<file path="src/design/grm_pkg.sv">
// Shared types, constants and the quadrant sine/cosine tables for the grid ray marcher.
// No dependencies; every other design file imports this package.

package grm_pkg;

    // Map geometry and angle resolution
    localparam int MAP_DIM     = 8;
    localparam int ANGLE_STEPS = 1024;

    localparam int CELL_COUNT = MAP_DIM * MAP_DIM;
    localparam int CELL_AW    = $clog2(CELL_COUNT);
    localparam int CELL_BITS  = $clog2(MAP_DIM);
    localparam int ANGLE_BITS = $clog2(ANGLE_STEPS);
    localparam int QUAD       = ANGLE_STEPS / 4;
    localparam int QUAD_BITS  = ANGLE_BITS - 2;

    // Field widths
    localparam int POS_W   = 15;
    localparam int DIR_W   = 10;
    localparam int IDX_W   = 6;
    localparam int KIND_W  = 2;
    localparam int LIMIT_W = 10;
    localparam int LEN_W   = 12;

    // Fixed-point formats: trig is Q1.14, positions Q3.12, march sums Q26
    localparam int TRIG_FRAC = 14;
    localparam int TAB_W     = 15;
    localparam int TRIG_W    = 16;
    localparam int DX_W      = 29;
    localparam int ACC_W     = 39;
    localparam int FRAC_W    = 26;

    // Register map
    localparam int APB_AW = 3;
    localparam int APB_DW = 32;
    localparam logic REG_STEP_LIMIT  = 1'b0;
    localparam logic REG_STEP_LENGTH = 1'b1;
    localparam logic [LIMIT_W-1:0] STEP_LIMIT_RST  = LIMIT_W'(400);
    localparam logic [LEN_W-1:0]   STEP_LENGTH_RST = LEN_W'(205);

    // Item opcodes and special cell contents
    localparam logic OP_WRITE = 1'b0;
    localparam logic OP_CAST  = 1'b1;
    localparam logic [KIND_W-1:0] KIND_EMPTY = KIND_W'(0);
    localparam logic [KIND_W-1:0] KIND_EDGE  = KIND_W'(1);

    // Map access from the marcher to the cell store
    typedef struct packed {
        logic               wr_en;
        logic [CELL_AW-1:0] wr_addr;
        logic [KIND_W-1:0]  wr_data;
        logic               rd_en;
        logic [CELL_AW-1:0] rd_addr;
    } t_map_req;

    typedef logic [TAB_W-1:0] t_trig_tab [0:QUAD-1];

    // Unsigned quotient by shift and subtract, used only while building tables
    function automatic longint f_udiv(input longint num, input longint den);
        longint rem;
        longint quo;
        int     b;
        rem = num;
        quo = 0;
        for (b = 40; b >= 0; b--) begin
            if ((rem >>> b) >= den) begin
                rem = rem - (den <<< b);
                quo = quo | (64'sd1 <<< b);
            end
        end
        return quo;
    endfunction

    // Build the quadrant table at elaboration: Taylor series in Q28 with
    // truncated products, clamped at zero, rounded half up to Q14.
    function automatic t_trig_tab f_build_tab(input bit want_sin);
        t_trig_tab tab;
        longint    a;
        longint    ts;
        longint    tc;
        longint    s;
        longint    c;
        longint    one;
        longint    half_pi;
        int        j;
        int        k;
        one     = 64'sd1 <<< 28;
        half_pi = 64'sd421657428;
        for (j = 0; j < QUAD; j++) begin
            a  = (half_pi * longint'(4 * j)) >>> ANGLE_BITS;
            ts = a;
            tc = one;
            s  = a;
            c  = one;
            for (k = 1; k <= 7; k++) begin
                ts = (ts * a) >>> 28;
                ts = (ts * a) >>> 28;
                ts = f_udiv(ts, longint'((2 * k) * (2 * k + 1)));
                tc = (tc * a) >>> 28;
                tc = (tc * a) >>> 28;
                tc = f_udiv(tc, longint'((2 * k - 1) * (2 * k)));
                if ((k & 1) == 1) begin
                    s = s - ts;
                    c = c - tc;
                end else begin
                    s = s + ts;
                    c = c + tc;
                end
            end
            if (s < 0) s = 0;
            if (c < 0) c = 0;
            s = (s + 64'sd8192) >>> 14;
            c = (c + 64'sd8192) >>> 14;
            tab[j] = want_sin ? TAB_W'(s) : TAB_W'(c);
        end
        return tab;
    endfunction

    localparam t_trig_tab SIN_TAB = f_build_tab(1'b1);
    localparam t_trig_tab COS_TAB = f_build_tab(1'b0);

endpackage

</file>
<file path="src/design/grid_ray_march.sv">
// Grid ray marcher: casts rays through a MAP_DIM x MAP_DIM cell map in fixed steps.
//
// Usage:
// - Input channel (i_valid/o_ready): op 0 writes one map cell and is done in the
//   accept cycle; op 1 casts a ray from (pos_x, pos_y) along direction.
// - Output channel (o_valid/i_ready): one item per ray with steps_taken, wall_kind
//   and hit. Cell writes give no item.
// - A ray ends at the step where it hits, at most at step_limit, and its result
//   then goes to o_valid. The setup states S_TRIG, S_MULT and S_INIT do the table
//   lookup, the step delta multiply and the first advance; then one step is issued
//   per cycle (a map read when on the map) while the previous step is checked.
// - One ray is in flight at a time; o_ready is high only between rays, so a new ray
//   is not taken before the last one is done. A new item is taken while a finished
//   result still waits in the output register.
// - If the receiver stalls, a second finished ray waits inside until taken.
// - Reset empties the map (per-cell valid bits), restores step_limit = 400 and
//   step_length = 205, and drops any pending item. No clearing pass is needed.
// - APB registers: 0x0 step_limit, 0x4 step_length; write only while idle.
// Depends on grm_pkg, grm_map_ram and grm_marcher.

module grid_ray_march (
    input  logic                          i_clk,
    input  logic                          i_rst_n,
    input  logic                          i_valid,
    output logic                          o_ready,
    input  logic                          i_op,
    input  logic [grm_pkg::POS_W-1:0]     i_pos_x,
    input  logic [grm_pkg::POS_W-1:0]     i_pos_y,
    input  logic [grm_pkg::DIR_W-1:0]     i_direction,
    input  logic [grm_pkg::IDX_W-1:0]     i_cell_index,
    input  logic [grm_pkg::KIND_W-1:0]    i_cell_value,
    output logic                          o_valid,
    input  logic                          i_ready,
    output logic [grm_pkg::LIMIT_W-1:0]   o_steps_taken,
    output logic [grm_pkg::KIND_W-1:0]    o_wall_kind,
    output logic                          o_hit,
    input  logic                          psel,
    input  logic                          penable,
    input  logic                          pwrite,
    input  logic [grm_pkg::APB_AW-1:0]    paddr,
    input  logic [grm_pkg::APB_DW-1:0]    pwdata,
    output logic [grm_pkg::APB_DW-1:0]    prdata,
    output logic                          pready
);
    import grm_pkg::*;

    logic [LIMIT_W-1:0] r_step_limit;
    logic [LEN_W-1:0]   r_step_length;
    logic               cfg_wr;
    logic               reg_sel;
    t_map_req           map_req;
    logic [KIND_W-1:0]  map_rd_data;

    assign pready  = 1'b1;
    assign cfg_wr  = psel && penable && pwrite && pready;
    assign reg_sel = paddr[2];

    // Hold the configuration registers
    always_ff @(posedge i_clk) begin
        if (!i_rst_n) begin
            r_step_limit  <= STEP_LIMIT_RST;
            r_step_length <= STEP_LENGTH_RST;
        end else if (cfg_wr) begin
            case (reg_sel)
                REG_STEP_LIMIT:  r_step_limit  <= pwdata[LIMIT_W-1:0];
                REG_STEP_LENGTH: r_step_length <= pwdata[LEN_W-1:0];
                default: begin
                end
            endcase
        end
    end

    // Return register contents on reads
    always_comb begin
        case (reg_sel)
            REG_STEP_LIMIT:  prdata = APB_DW'(r_step_limit);
            REG_STEP_LENGTH: prdata = APB_DW'(r_step_length);
            default:         prdata = '0;
        endcase
    end

    grm_map_ram u_map_ram (
        .i_clk     (i_clk),
        .i_rst_n   (i_rst_n),
        .i_req     (map_req),
        .o_rd_data (map_rd_data)
    );

    grm_marcher u_marcher (
        .i_clk         (i_clk),
        .i_rst_n       (i_rst_n),
        .i_valid       (i_valid),
        .o_ready       (o_ready),
        .i_op          (i_op),
        .i_pos_x       (i_pos_x),
        .i_pos_y       (i_pos_y),
        .i_direction   (i_direction),
        .i_cell_index  (i_cell_index),
        .i_cell_value  (i_cell_value),
        .i_step_limit  (r_step_limit),
        .i_step_length (r_step_length),
        .o_map_req     (map_req),
        .i_rd_data     (map_rd_data),
        .o_valid       (o_valid),
        .i_ready       (i_ready),
        .o_steps_taken (o_steps_taken),
        .o_wall_kind   (o_wall_kind),
        .o_hit         (o_hit)
    );

`ifndef ASSERT_OFF
    // A miss reports the full step budget and the edge kind
    a_miss_result: assert property (@(posedge i_clk) disable iff (!i_rst_n)
        (o_valid && !o_hit) |-> (o_wall_kind == KIND_EDGE && o_steps_taken == r_step_limit))
        else $error("miss result does not match step limit");

    // A hit lands on a non-empty cell within the step budget
    a_hit_result: assert property (@(posedge i_clk) disable iff (!i_rst_n)
        (o_valid && o_hit) |-> (o_wall_kind != KIND_EMPTY && o_steps_taken != '0
                                && o_steps_taken <= r_step_limit))
        else $error("hit result out of range");

    // Reset drops any pending result
    a_reset_clears: assert property (@(posedge i_clk)
        !i_rst_n |=> !o_valid)
        else $error("result valid right after reset");
`endif

endmodule

</file>
<file path="src/design/grm_map_ram.sv">
// Map cell store: one write port and one registered read port, with per-cell valid bits.
// Depends on grm_pkg (t_map_req, CELL_COUNT, KIND_W).

module grm_map_ram (
    input  logic                      i_clk,
    input  logic                      i_rst_n,
    input  grm_pkg::t_map_req         i_req,
    output logic [grm_pkg::KIND_W-1:0] o_rd_data
);
    import grm_pkg::*;

    logic [KIND_W-1:0]   r_mem [0:CELL_COUNT-1];
    logic [CELL_COUNT-1:0] r_vld;
    logic [KIND_W-1:0]   r_rd_data;
    logic                r_rd_vld;

    // Write the cell array and register the read data; no reset on the payload
    always_ff @(posedge i_clk) begin
        if (i_req.wr_en) begin
            r_mem[i_req.wr_addr] <= i_req.wr_data;
        end
        if (i_req.rd_en) begin
            r_rd_data <= r_mem[i_req.rd_addr];
        end
    end

    // Track written cells so an unwritten cell reads as empty after reset
    always_ff @(posedge i_clk) begin
        if (!i_rst_n) begin
            r_vld    <= '0;
            r_rd_vld <= 1'b0;
        end else begin
            if (i_req.wr_en) begin
                r_vld[i_req.wr_addr] <= 1'b1;
            end
            if (i_req.rd_en) begin
                r_rd_vld <= r_vld[i_req.rd_addr];
            end
        end
    end

    assign o_rd_data = r_rd_vld ? r_rd_data : KIND_EMPTY;

endmodule

</file>
<file path="src/design/grm_marcher.sv">
// Ray march sequencer: trig lookup, step delta multiply, and a two-stage
// address/check loop over the map store, plus the result register.
// Depends on grm_pkg (tables, formats, t_map_req).

module grm_marcher (
    input  logic                          i_clk,
    input  logic                          i_rst_n,
    input  logic                          i_valid,
    output logic                          o_ready,
    input  logic                          i_op,
    input  logic [grm_pkg::POS_W-1:0]     i_pos_x,
    input  logic [grm_pkg::POS_W-1:0]     i_pos_y,
    input  logic [grm_pkg::DIR_W-1:0]     i_direction,
    input  logic [grm_pkg::IDX_W-1:0]     i_cell_index,
    input  logic [grm_pkg::KIND_W-1:0]    i_cell_value,
    input  logic [grm_pkg::LIMIT_W-1:0]   i_step_limit,
    input  logic [grm_pkg::LEN_W-1:0]     i_step_length,
    output grm_pkg::t_map_req             o_map_req,
    input  logic [grm_pkg::KIND_W-1:0]    i_rd_data,
    output logic                          o_valid,
    input  logic                          i_ready,
    output logic [grm_pkg::LIMIT_W-1:0]   o_steps_taken,
    output logic [grm_pkg::KIND_W-1:0]    o_wall_kind,
    output logic                          o_hit
);
    import grm_pkg::*;

    typedef enum logic [2:0] {
        S_IDLE,
        S_TRIG,
        S_MULT,
        S_INIT,
        S_MARCH,
        S_DONE
    } t_state;

    typedef struct packed {
        logic                 outside;
        logic [CELL_BITS-1:0] coord;
    } t_cell;

    localparam logic [1:0] QD_FIRST  = 2'd0;
    localparam logic [1:0] QD_SECOND = 2'd1;
    localparam logic [1:0] QD_THIRD  = 2'd2;
    localparam logic [1:0] QD_FOURTH = 2'd3;

    localparam logic signed [ACC_W-1:0] CELL_ONE   = ACC_W'(64'sd1 <<< FRAC_W);
    localparam logic signed [ACC_W-1:0] NEG_CELL   = -CELL_ONE;
    localparam logic signed [ACC_W-1:0] CELL_LIMIT = ACC_W'(longint'(MAP_DIM) <<< FRAC_W);

    // Truncate a Q26 coordinate toward zero to a cell, flag points off the map
    function automatic t_cell f_to_cell(input logic signed [ACC_W-1:0] p);
        t_cell res;
        res.outside = 1'b0;
        res.coord   = '0;
        if (p <= NEG_CELL) begin
            res.outside = 1'b1;
        end else if (p < 0) begin
            res.coord = '0;
        end else if (p >= CELL_LIMIT) begin
            res.outside = 1'b1;
        end else begin
            res.coord = p[FRAC_W +: CELL_BITS];
        end
        return res;
    endfunction

    t_state                     r_state;
    logic [ANGLE_BITS-1:0]      r_dir;
    logic signed [TRIG_W-1:0]   r_cos;
    logic signed [TRIG_W-1:0]   r_sin;
    logic signed [DX_W-1:0]     r_dx;
    logic signed [DX_W-1:0]     r_dy;
    logic signed [ACC_W-1:0]    r_acc_x;
    logic signed [ACC_W-1:0]    r_acc_y;
    logic [LIMIT_W:0]           r_issue_k;
    logic                       r_chk_vld;
    logic [LIMIT_W-1:0]         r_chk_k;
    logic                       r_chk_out;
    logic [LIMIT_W-1:0]         r_res_steps;
    logic [KIND_W-1:0]          r_res_kind;
    logic                       r_res_hit;
    logic                       r_out_valid;
    logic [LIMIT_W-1:0]         r_steps;
    logic [KIND_W-1:0]          r_kind;
    logic                       r_hit;

    t_cell                      cur_x;
    t_cell                      cur_y;
    logic                       step_out;
    logic                       issue_ok;
    logic [KIND_W-1:0]          chk_kind;
    logic                       chk_hit;
    logic                       chk_last;
    logic                       out_free;
    logic                       in_take;
    logic [1:0]                 quadrant;
    logic [QUAD_BITS-1:0]       tab_idx;
    logic signed [TRIG_W-1:0]   tab_s;
    logic signed [TRIG_W-1:0]   tab_c;
    logic signed [DX_W-1:0]     len_s;
    logic signed [ACC_W-1:0]    n_acc_x;
    logic signed [ACC_W-1:0]    n_acc_y;

    // Decode the current march point and the check stage
    always_comb begin
        cur_x    = f_to_cell(r_acc_x);
        cur_y    = f_to_cell(r_acc_y);
        step_out = cur_x.outside | cur_y.outside;
        issue_ok = (r_issue_k <= {1'b0, i_step_limit});
        chk_kind = r_chk_out ? KIND_EDGE : i_rd_data;
        chk_hit  = r_chk_vld && (chk_kind != KIND_EMPTY);
        chk_last = r_chk_vld && (r_chk_k == i_step_limit);
        out_free = !r_out_valid || i_ready;
        in_take  = i_valid && (r_state == S_IDLE);
        quadrant = r_dir[ANGLE_BITS-1 -: 2];
        tab_idx  = r_dir[QUAD_BITS-1:0];
        tab_s    = $signed({1'b0, SIN_TAB[tab_idx]});
        tab_c    = $signed({1'b0, COS_TAB[tab_idx]});
        len_s    = DX_W'($signed({1'b0, i_step_length}));
        n_acc_x  = r_acc_x + ACC_W'(r_dx);
        n_acc_y  = r_acc_y + ACC_W'(r_dy);
    end

    // Drive map writes from cell items and reads from the march loop
    always_comb begin
        o_map_req.wr_en   = in_take && (i_op == OP_WRITE) && (int'(i_cell_index) < CELL_COUNT);
        o_map_req.wr_addr = CELL_AW'(i_cell_index);
        o_map_req.wr_data = i_cell_value;
        o_map_req.rd_en   = (r_state == S_MARCH) && !chk_hit && !chk_last && issue_ok
                            && !step_out;
        o_map_req.rd_addr = CELL_AW'(int'(cur_y.coord) * MAP_DIM + int'(cur_x.coord));
    end

    // Sequencer and result register
    always_ff @(posedge i_clk) begin
        if (!i_rst_n) begin
            r_state     <= S_IDLE;
            r_out_valid <= 1'b0;
            r_chk_vld   <= 1'b0;
        end else begin
            // Drop a taken result unless the next one loads this cycle
            if (r_out_valid && i_ready && (r_state != S_DONE)) begin
                r_out_valid <= 1'b0;
            end
            case (r_state)
                S_IDLE: begin
                    if (in_take && (i_op == OP_CAST)) begin
                        r_dir   <= ANGLE_BITS'(i_direction);
                        r_acc_x <= ACC_W'({i_pos_x, {TRIG_FRAC{1'b0}}});
                        r_acc_y <= ACC_W'({i_pos_y, {TRIG_FRAC{1'b0}}});
                        r_state <= S_TRIG;
                    end
                end
                S_TRIG: begin
                    // Map the quadrant offset back onto the full circle
                    case (quadrant)
                        QD_FIRST: begin
                            r_cos <= tab_c;
                            r_sin <= tab_s;
                        end
                        QD_SECOND: begin
                            r_cos <= -tab_s;
                            r_sin <= tab_c;
                        end
                        QD_THIRD: begin
                            r_cos <= -tab_c;
                            r_sin <= -tab_s;
                        end
                        QD_FOURTH: begin
                            r_cos <= tab_s;
                            r_sin <= -tab_c;
                        end
                        default: begin
                            r_cos <= tab_c;
                            r_sin <= tab_s;
                        end
                    endcase
                    r_state <= S_MULT;
                end
                S_MULT: begin
                    r_dx    <= DX_W'(r_cos) * len_s;
                    r_dy    <= DX_W'(r_sin) * len_s;
                    r_state <= S_INIT;
                end
                S_INIT: begin
                    // Advance to the first step point
                    r_acc_x   <= n_acc_x;
                    r_acc_y   <= n_acc_y;
                    r_issue_k <= (LIMIT_W + 1)'(1);
                    r_chk_vld <= 1'b0;
                    if (i_step_limit == '0) begin
                        r_res_steps <= '0;
                        r_res_kind  <= KIND_EDGE;
                        r_res_hit   <= 1'b0;
                        r_state     <= S_DONE;
                    end else begin
                        r_state <= S_MARCH;
                    end
                end
                S_MARCH: begin
                    if (chk_hit) begin
                        r_res_steps <= r_chk_k;
                        r_res_kind  <= chk_kind;
                        r_res_hit   <= 1'b1;
                        r_chk_vld   <= 1'b0;
                        r_state     <= S_DONE;
                    end else if (chk_last) begin
                        r_res_steps <= r_chk_k;
                        r_res_kind  <= KIND_EDGE;
                        r_res_hit   <= 1'b0;
                        r_chk_vld   <= 1'b0;
                        r_state     <= S_DONE;
                    end else if (issue_ok) begin
                        // Hand this step to the check stage and advance
                        r_chk_vld <= 1'b1;
                        r_chk_k   <= r_issue_k[LIMIT_W-1:0];
                        r_chk_out <= step_out;
                        r_acc_x   <= n_acc_x;
                        r_acc_y   <= n_acc_y;
                        r_issue_k <= r_issue_k + 1'b1;
                    end else begin
                        r_chk_vld <= 1'b0;
                    end
                end
                S_DONE: begin
                    if (out_free) begin
                        r_out_valid <= 1'b1;
                        r_steps     <= r_res_steps;
                        r_kind      <= r_res_kind;
                        r_hit       <= r_res_hit;
                        r_state     <= S_IDLE;
                    end
                end
                default: begin
                    r_state <= S_IDLE;
                end
            endcase
        end
    end

    assign o_ready       = (r_state == S_IDLE);
    assign o_valid       = r_out_valid;
    assign o_steps_taken = r_steps;
    assign o_wall_kind   = r_kind;
    assign o_hit         = r_hit;

endmodule
</file>
<file path="config.mk">
export PLATFORM = sky130hd
export DESIGN_NAME = grid_ray_march
export DESIGN_NICKNAME = d
export VERILOG_FILES = /design/src/design/grm_pkg.sv /design/src/design/grid_ray_march.sv /design/src/design/grm_map_ram.sv /design/src/design/grm_marcher.sv
export SDC_FILE = /design/constraint.sdc
export NUM_CORES = 2
export LEC_CHECK = 0
export ABC_CLOCK_PERIOD_IN_PS = 18050
export BUFFER_PORTS_ARGS = -buffer_cell sky130_fd_sc_hd__buf_2
export CORE_MARGIN = 10
export CORE_UTILIZATION = 30
export CTS_CLUSTER_DIAMETER = 150
export CTS_CLUSTER_SIZE = 14
export DETAILED_ROUTE_END_ITERATION = 12
export GPL_ROUTABILITY_DRIVEN = 0
export GPL_TIMING_DRIVEN = 0
export HOLD_SLACK_MARGIN = 0.03
export PLACE_DENSITY_LB_ADDON = 0.05
export SLEW_MARGIN = 20
export SYNTH_ARGS = -nofsm -noshare
export SYNTH_HDL_FRONTEND = slang
export SYNTH_SLANG_ARGS = --single-unit
</file>
<file path="constraint.sdc">
create_clock -name i_clk -period 18.05 [get_ports i_clk]
set_input_delay 1.805 -clock i_clk [delete_from_list [all_inputs] [get_ports i_clk]]
set_output_delay 1.805 -clock i_clk [all_outputs]
set_load 0.1 [all_outputs]
</file>
**Word-level counts from Yosys, hierarchy flattened**

Memories as Yosys holds them, arrays and structs flattened. A register that Yosys moved wholly into a read port is not among the register bits.
Index checks and enable logic that the tools add are counted.

- Magnitude comparators: 11
- Multiply operators: 2
- Reductions and logical operators: 36
- Bitwise gates (word level): 7
- Equal/unequal tests: 17
- Muxes and demuxes: 66
- $add $sub $neg: 6

Operator list:

| cell | number |
|---|---|
| 39-bit two-way mux | 8 |
| 39-bit case mux with 3 select lines | 2 |
| 16-bit case mux with 4 select lines | 2 |
| 39-bit by 29-bit adder with 39-bit output | 2 |
| 39-bit by 31-bit greater-or-equal comparator with 1-bit output, second input constant | 2 |
| 39-bit by 27-bit <= comparator with 1-bit output, second input constant | 2 |
| 39-bit by 1-bit less-than comparator with 1-bit output, second input constant | 2 |
| 64-bit OR | 1 |
| 32-bit case mux with 2 select lines | 1 |
| 15-bit two-way mux | 4 |
| 16-bit by 13-bit multiplier with 29-bit output | 2 |
| 11-bit two-way mux | 3 |
| 15-bit negation with 16-bit output | 2 |
| 10-bit two-way mux | 3 |
| 3-bit two-way mux | 10 |
| 11-bit case mux with 2 select lines | 1 |
| 1-bit two-way mux | 20 |
| 10-bit case mux with 2 select lines | 1 |
| 3-bit case mux with 6 select lines | 1 |
| 1-bit logical AND | 14 |
| 6-bit by 7-bit less-than comparator with 1-bit output, second input constant | 2 |
| 11-bit by 1-bit adder with 11-bit output, second input constant | 1 |
| 11-bit by 10-bit <= comparator with 1-bit output | 1 |
| 10-bit equality test | 1 |
| other kinds (32) | 57 |

- Output and inout bits: 48
- ROM bits: 7680
- Bits in writable memories: 128
- Logic and storage cells: 171
- Memories: 3
- Bits in registers: 318
- Bits of input ports: 91

Memories:

| name | depth | bits a word | read ports | clocked after Yosys merged registers in | write ports | RTL line | text |
|---|---|---|---|---|---|---|---|
| (no name shown) | 256 | 15 | 1 | 0 | 0 | grm_marcher.sv:119 | `tab_c = $signed({1'b0, COS_TAB[tab_idx]});` |
| (no name shown) | 256 | 15 | 1 | 0 | 0 | grm_marcher.sv:118 | `tab_s = $signed({1'b0, SIN_TAB[tab_idx]});` |
| u_map_ram.r_mem | 64 | 2 | 1 | 1 | 1 | grm_map_ram.sv:12 | `logic [KIND_W-1:0] r_mem [0:CELL_COUNT-1];` |

**Depth between registers and ports, before layout**

- Depth in word-level cells: 9
- Gate-level depth with buffers: 25

**Hierarchy**

A second synthesis with hierarchy kept.

- Cells, all modules: 4623
- Area total of the unflattened synthesis: 44094.8 um2

By module, submodules not included:

| module | seq. area each (um2) | times used | area an instance (um2) | cells each |
|---|---|---|---|---|
| grm_marcher | 6886.6 | 1 | 35118.7 | 4015 |
| grm_map_ram | 5205.0 | 1 | 7754.9 | 478 |
| grid_ray_march | 440.4 | 1 | 1221.2 | 130 |

**Worst setup path before layout**

No wires, ideal clock.

- Path kind: input to register
- Start point: in i_rst_n
- End point: reg u_marcher.r_acc_x[0] (enable)
- Stages on the path: 4
- Setup time: 540 ps
- Setup slack: 11304 ps
- Required time: 17510 ps
- Arrival: 6206 ps
- Cells stage by stage: clkbuf_1 -> clkbuf_1 -> o21ai_0 -> a21oi_1

- Cells in the longest elaborated chain, start to end: 1

RTL lines:

| what | RTL line | text |
|---|---|---|
| start, declared | grid_ray_march.sv:23 | `input logic i_rst_n,` |
| 6-bit AND reduction (no line) | - |  |
| end signal, assigned | grm_marcher.sv:150 | `r_acc_x <= ACC_W'({i_pos_x, {TRIG_FRAC{1'b0}}});` |
| end signal, assigned | grm_marcher.sv:188 | `r_acc_x <= n_acc_x;` |
| end signal, assigned | grm_marcher.sv:219 | `r_acc_x <= n_acc_x;` |
| end, declared | grm_marcher.sv:74 | `logic signed [ACC_W-1:0] r_acc_x;` |

No other way between the ends.
A chain may end at the register's enable or synchronous reset.

**Worst setup path in the final report**

- Start point: reg u_marcher.r_dir[1]
- End point: reg u_marcher.r_sin[12], data pin

- Cells in the longest elaborated chain, start to end: 6
- Elaborated cells on any way between the ends: 10

RTL lines:

| what | RTL line | text |
|---|---|---|
| start, declared | grm_marcher.sv:69 | `logic [ANGLE_BITS-1:0] r_dir;` |
| start signal, assigned | grm_marcher.sv:149 | `r_dir <= ANGLE_BITS'(i_direction);` |
| 8-bit NOT with 9-bit output (implied by the code) * | grm_marcher.sv:118, grm_marcher.sv:119 |  |
| memory read 256 x 15 bit (on tied branches) | - |  |
| 15-bit two-way mux (on tied branches) (2 in series) | grm_marcher.sv:119, grm_marcher.sv:118 |  |
| 15-bit negation with 16-bit output (on tied branches) | grm_marcher.sv:172, grm_marcher.sv:168 |  |
| 16-bit case mux with 4 select lines * | grm_marcher.sv:157 | `case (quadrant)` |
| end signal, assigned | grm_marcher.sv:160 | `r_sin <= tab_s;` |
| end signal, assigned | grm_marcher.sv:172 | `r_sin <= -tab_c;` |
| end signal, assigned | grm_marcher.sv:176 | `r_sin <= tab_s;` |
| end, declared | grm_marcher.sv:71 | `logic signed [TRIG_W-1:0] r_sin;` |

Mark *: on every way between the ends. The rest lies on a longest branch, timed or not. The select of a mux whose other input is x is not followed.

==> metrics.txt <==
run status complete, no violations; synthesized-area fraction occupied by ao, oa, aoi and oai cells 0.168; H-tree level count 2; top-level port count 139; VDD IR-drop max 0.132 mV; clock group share of total power 0.120; detailed-route DRC error count 0; router iterations before antenna repair 8; largest area contributor in the synthesized netlist sky130_fd_sc_hd__edfxtp_1; Yosys Warn Count 0; worst relative slew slack 0.148; Initial Utilization 0.302; CTS root buf sky130_fd_sc_hd__clkbuf_16; die outline height 405 um; Total Wirelength 193,000 um; Setup TNS Final 0 ns; Power Dens Cells 151 nW/um2; Synth Area in XOR/XNOR 0.0269; Mean Syn Cell Area 9.29 um2; placeable core area 148,000 um2; critical path endpoint category flip-flop; total congestion overflow after global routing 0; proportion of layout cells with a drive suffix above 1 0.0804; flip-flop cell with the highest count after synthesis sky130_fd_sc_hd__edfxtp_1; CP Capture Point u_marcher.r_sin[12]$_DFFE_PP_; max-cap violation count 0; DR vias 38,700; worst slew pin tran 1.28 ns; Post-synth EDFFs 356; net switching power 3.59 mW; Resized Gates After CTS 0; clock tree from TritonCTS done; design internal power 3.82 mW; setup repair after global routing missed its margin no; sum of internal, switching and leakage power 7.40 mW; number of max-slew violations in the final report 0; Clock Sinks 448; Area contributors post-synth sky130_fd_sc_hd__edfxtp_1 (24%), sky130_fd_sc_hd__fa_1 (16%), sky130_fd_sc_hd__ha_1 (7.4%); drt wl/cell 27.8 um; RR Endpoint u_marcher.r_sin[12]$_DFFE_PP_; global-route usage over all layers 0.228; hold buffer count at CTS 0; proportion of power drawn by flip-flops and latches 0.207; register bit total from synthesis 448; simple-gate share of the synthesized area 0.160; worst hold-check path type flip-flop to flip-flop; largest family of logic cells by synthesized area adder cells; drt initial violations 4,257; port bufs 91; number of global-route vias before repair 38,800; core occupancy in the finished layout 0.332; proportion of synthesized area in mux cells 0.0359; postcts setup bufs 0; Netlist Area Pre-Place 44,500 um2; top cell type's share of synthesized area 0.240; clock latency on the worst-skew pair 0.65 ns; maximum root-to-sink buffer count 3; number of standard cells after synthesis 4,791; average vias per placed instance 5.59; number of antenna-violating nets in the routed design 0; proportion of power drawn by combinational gates 0.673; floorplan row count 141; final-layout fill cell count 15,500; Pleak 20.0 nW; clk slew on worst S/H paths 0.07 ns; maximum clock skew at final layout 0.0552 ns; time the worst path needs with I/O delays and setup 8.35 ns; depth of the worst register-to-register path 21; slack of the worst reg-to-reg path 9.70 ns; Hold Violations, Final 0; kind of launch point of the worst setup path flip-flop; maximum clock frequency 0.120 GHz; fraction of the yosys area taken by sequential cells 0.281; adder and majority gate portion of the synthesized area 0.237; switching part of the total power 0.485; Final nets 5,670; Data required, critical path 18.42 ns; area growth from synthesis to layout 10.1%; Die X-Extent 405 um; post-synthesis async set-or-reset flop share 0; initial antenna violation count 28; RR Startpoint u_marcher.r_dir[1]$_DFFE_PP_; data arrival time of the worst path 8.72 ns; period utilisation layout 0.462; final setup vio count 0; number of library cell types mapped by synthesis 119; die area 164,000 um2; Crit Path Class flip-flop to flip-flop; first-pass GRT wire length 277,000 um; pin count of the biggest net entering global routing 65; total clock buffers created by CTS 41; half-perimeter wire length of the detailed placement result 144,000 um; maximum net fanout on the critical path 15; Worst Setup SP u_marcher.r_dir[1]$_DFFE_PP_
-- metal layers --
metal,share of wire,track usage,vias up
li1,-,-,16900
met1,0.44,0.309,19100
met2,0.41,0.339,2015
met3,0.096,0.0686,635
met4,0.050,0.0899,14
met5,0.00058,0.00117,-
-- cells by family (layout without fill, tap and decap cells) --
family,count (synthesis),after routing
muxes,96,96
DFF,448,448
other,2,31
AOI/OAI and AO/OA,1082,1082
adders and majority gates,625,625
xor gates and xnor gates,137,137
and+or+nand+nor,1471,1471
buffers and inverters,930,1107
-- worst max-delay path, cell delays in order (launching register included) --
cell                       delay [ns]
sky130_fd_sc_hd__edfxtp_1        0.55
sky130_fd_sc_hd__buf_2           0.35
sky130_fd_sc_hd__clkinv_1        0.79
sky130_fd_sc_hd__ha_1            0.60
sky130_fd_sc_hd__buf_2           0.31
sky130_fd_sc_hd__inv_1           0.18
sky130_fd_sc_hd__ha_1            0.18
sky130_fd_sc_hd__clkbuf_1        0.72
sky130_fd_sc_hd__clkbuf_1        0.76
sky130_fd_sc_hd__o21ai_0         0.47
sky130_fd_sc_hd__a31oi_1         0.32
sky130_fd_sc_hd__a21oi_1         0.07
sky130_fd_sc_hd__o221ai_1        0.60
sky130_fd_sc_hd__o21a_1          0.31
sky130_fd_sc_hd__ha_1            0.24
sky130_fd_sc_hd__and3_1          0.16
sky130_fd_sc_hd__buf_4           0.15
sky130_fd_sc_hd__and4bb_2        0.33
sky130_fd_sc_hd__nand2_1         0.09
sky130_fd_sc_hd__and2_1          0.17
sky130_fd_sc_hd__mux2_2          0.27
sky130_fd_sc_hd__a211oi_2        0.44
-- worst min path at each step --
stage	from	end	slack [ns]	depth (start not counted)
final	u_marcher.r_res_steps[0]$_SDFFCE_PP0P_	u_marcher.o_steps_taken[0]$_DFFE_PP_	0.42	0
after global routing	u_marcher.r_res_steps[4]$_SDFFCE_PP0P_	u_marcher.o_steps_taken[4]$_DFFE_PP_	0.43	0
after CTS	u_marcher.r_res_steps[0]$_SDFFCE_PP0P_	u_marcher.o_steps_taken[0]$_DFFE_PP_	0.42	0
after detailed placement	u_marcher.r_res_steps[0]$_SDFFCE_PP0P_	u_marcher.o_steps_taken[0]$_DFFE_PP_	0.41	0
after global placement	u_marcher.r_res_steps[1]$_SDFFCE_PP0P_	u_marcher.o_steps_taken[1]$_DFFE_PP_	0.40	0
after floorplan	u_marcher.r_res_hit$_SDFFCE_PP0P_	u_marcher.o_hit$_DFFE_PP_	0.40	0
-- per-stage QoR --
stage | setup slack [ns] | hold WS [ns] | instances | instance area [um2]
floorplan | 11.30 | 0.400 | 4810 | 44600
global placement | 7.49 | 0.401 | 6831 | 47500
detailed placement | 10.04 | 0.406 | 6841 | 47700
CTS | 10.04 | 0.423 | 6917 | 49000
global route | 9.63 | 0.433 | 6920 | 49000
finish | 9.70 | 0.420 | 6927 | 49000
-- layout make-up --
type	count	area, um2	area share
diodes	10	25.0	0.000510
plain buffers	324	1740	0.0354
flip-flops and latches	448	12500	0.256
clock buffers	67	1120	0.0229
well taps	1930	2410	0.0492
inverters	606	2270	0.0464
repair buffers	101	672	0.0137
multi-input cells	3432	28100	0.574
clock inverters	9	134	0.00273
-- power by group through the flow --
stage	Combinational, mW	Clock, mW	Sequential (mW)
6_report	4.98	0.890	1.53
5_1_grt	5.66	0.962	1.54
4_1_cts	5.00	0.935	1.53
3_5_place_dp	4.97	0	1.55
3_3_place_gp	4.96	0	1.57
2_1_floorplan	3.54	0	1.50
-- flip-flops by register name, summed over array words and instances, names as in the netlist, 11 cells and up --
name and count:
r_step_length 12, u_map_ram.r_vld 64, u_marcher.r_issue_k 11, u_map_ram.r_mem 128, u_marcher.r_acc_y 39, u_marcher.r_acc_x 39, u_marcher.r_cos 16, u_marcher.r_dy 29
u_marcher.r_dx 29, u_marcher.r_sin 16
-- cells in the final DEF (no fill, tap or decap), types with 43 or more instances in the layout --
cell / netlist / layout
sky130_fd_sc_hd__a211oi_1: 86 / 86
sky130_fd_sc_hd__dfxtp_1: 92 / 92
sky130_fd_sc_hd__mux4_2: 48 / 48
sky130_fd_sc_hd__nor2b_1: 48 / 48
sky130_fd_sc_hd__clkbuf_1: 201 / 226
sky130_fd_sc_hd__and2_1: 215 / 215
sky130_fd_sc_hd__buf_2: 35 / 125
sky130_fd_sc_hd__xnor2_1: 88 / 88
sky130_fd_sc_hd__fa_1: 362 / 362
sky130_fd_sc_hd__edfxtp_1: 356 / 356
sky130_fd_sc_hd__o21a_1: 92 / 92
sky130_fd_sc_hd__nand2b_1: 59 / 59
sky130_fd_sc_hd__nand2_1: 497 / 497
sky130_fd_sc_hd__nor2_1: 304 / 299
sky130_fd_sc_hd__o211ai_1: 43 / 43
sky130_fd_sc_hd__nand3_1: 82 / 82
sky130_fd_sc_hd__a21o_1: 48 / 48
sky130_fd_sc_hd__ha_1: 263 / 263
sky130_fd_sc_hd__xor2_1: 49 / 49
sky130_fd_sc_hd__inv_1: 598 / 598
sky130_fd_sc_hd__nor3_1: 83 / 82
sky130_fd_sc_hd__a21oi_1: 231 / 230
sky130_fd_sc_hd__o21ai_0: 161 / 160
-- cell usage after synthesis (35+ instances only) --
library cell,n
sky130_fd_sc_hd__inv_1,598
sky130_fd_sc_hd__nand2_1,497
sky130_fd_sc_hd__fa_1,362
sky130_fd_sc_hd__edfxtp_1,356
sky130_fd_sc_hd__nor2_1,304
sky130_fd_sc_hd__ha_1,263
sky130_fd_sc_hd__a21oi_1,231
sky130_fd_sc_hd__and2_1,215
sky130_fd_sc_hd__clkbuf_1,201
sky130_fd_sc_hd__o21ai_0,161
sky130_fd_sc_hd__dfxtp_1,92
sky130_fd_sc_hd__o21a_1,92
sky130_fd_sc_hd__xnor2_1,88
sky130_fd_sc_hd__a211oi_1,86
sky130_fd_sc_hd__nor3_1,83
sky130_fd_sc_hd__nand3_1,82
sky130_fd_sc_hd__nand2b_1,59
sky130_fd_sc_hd__xor2_1,49
sky130_fd_sc_hd__a21o_1,48
sky130_fd_sc_hd__mux4_2,48
sky130_fd_sc_hd__nor2b_1,48
sky130_fd_sc_hd__o211ai_1,43
sky130_fd_sc_hd__a311oi_1,41
sky130_fd_sc_hd__o221ai_1,41
sky130_fd_sc_hd__o22ai_1,41
sky130_fd_sc_hd__buf_4,37
sky130_fd_sc_hd__buf_2,35
No activity file was read; power rests on OpenSTA's default activity.
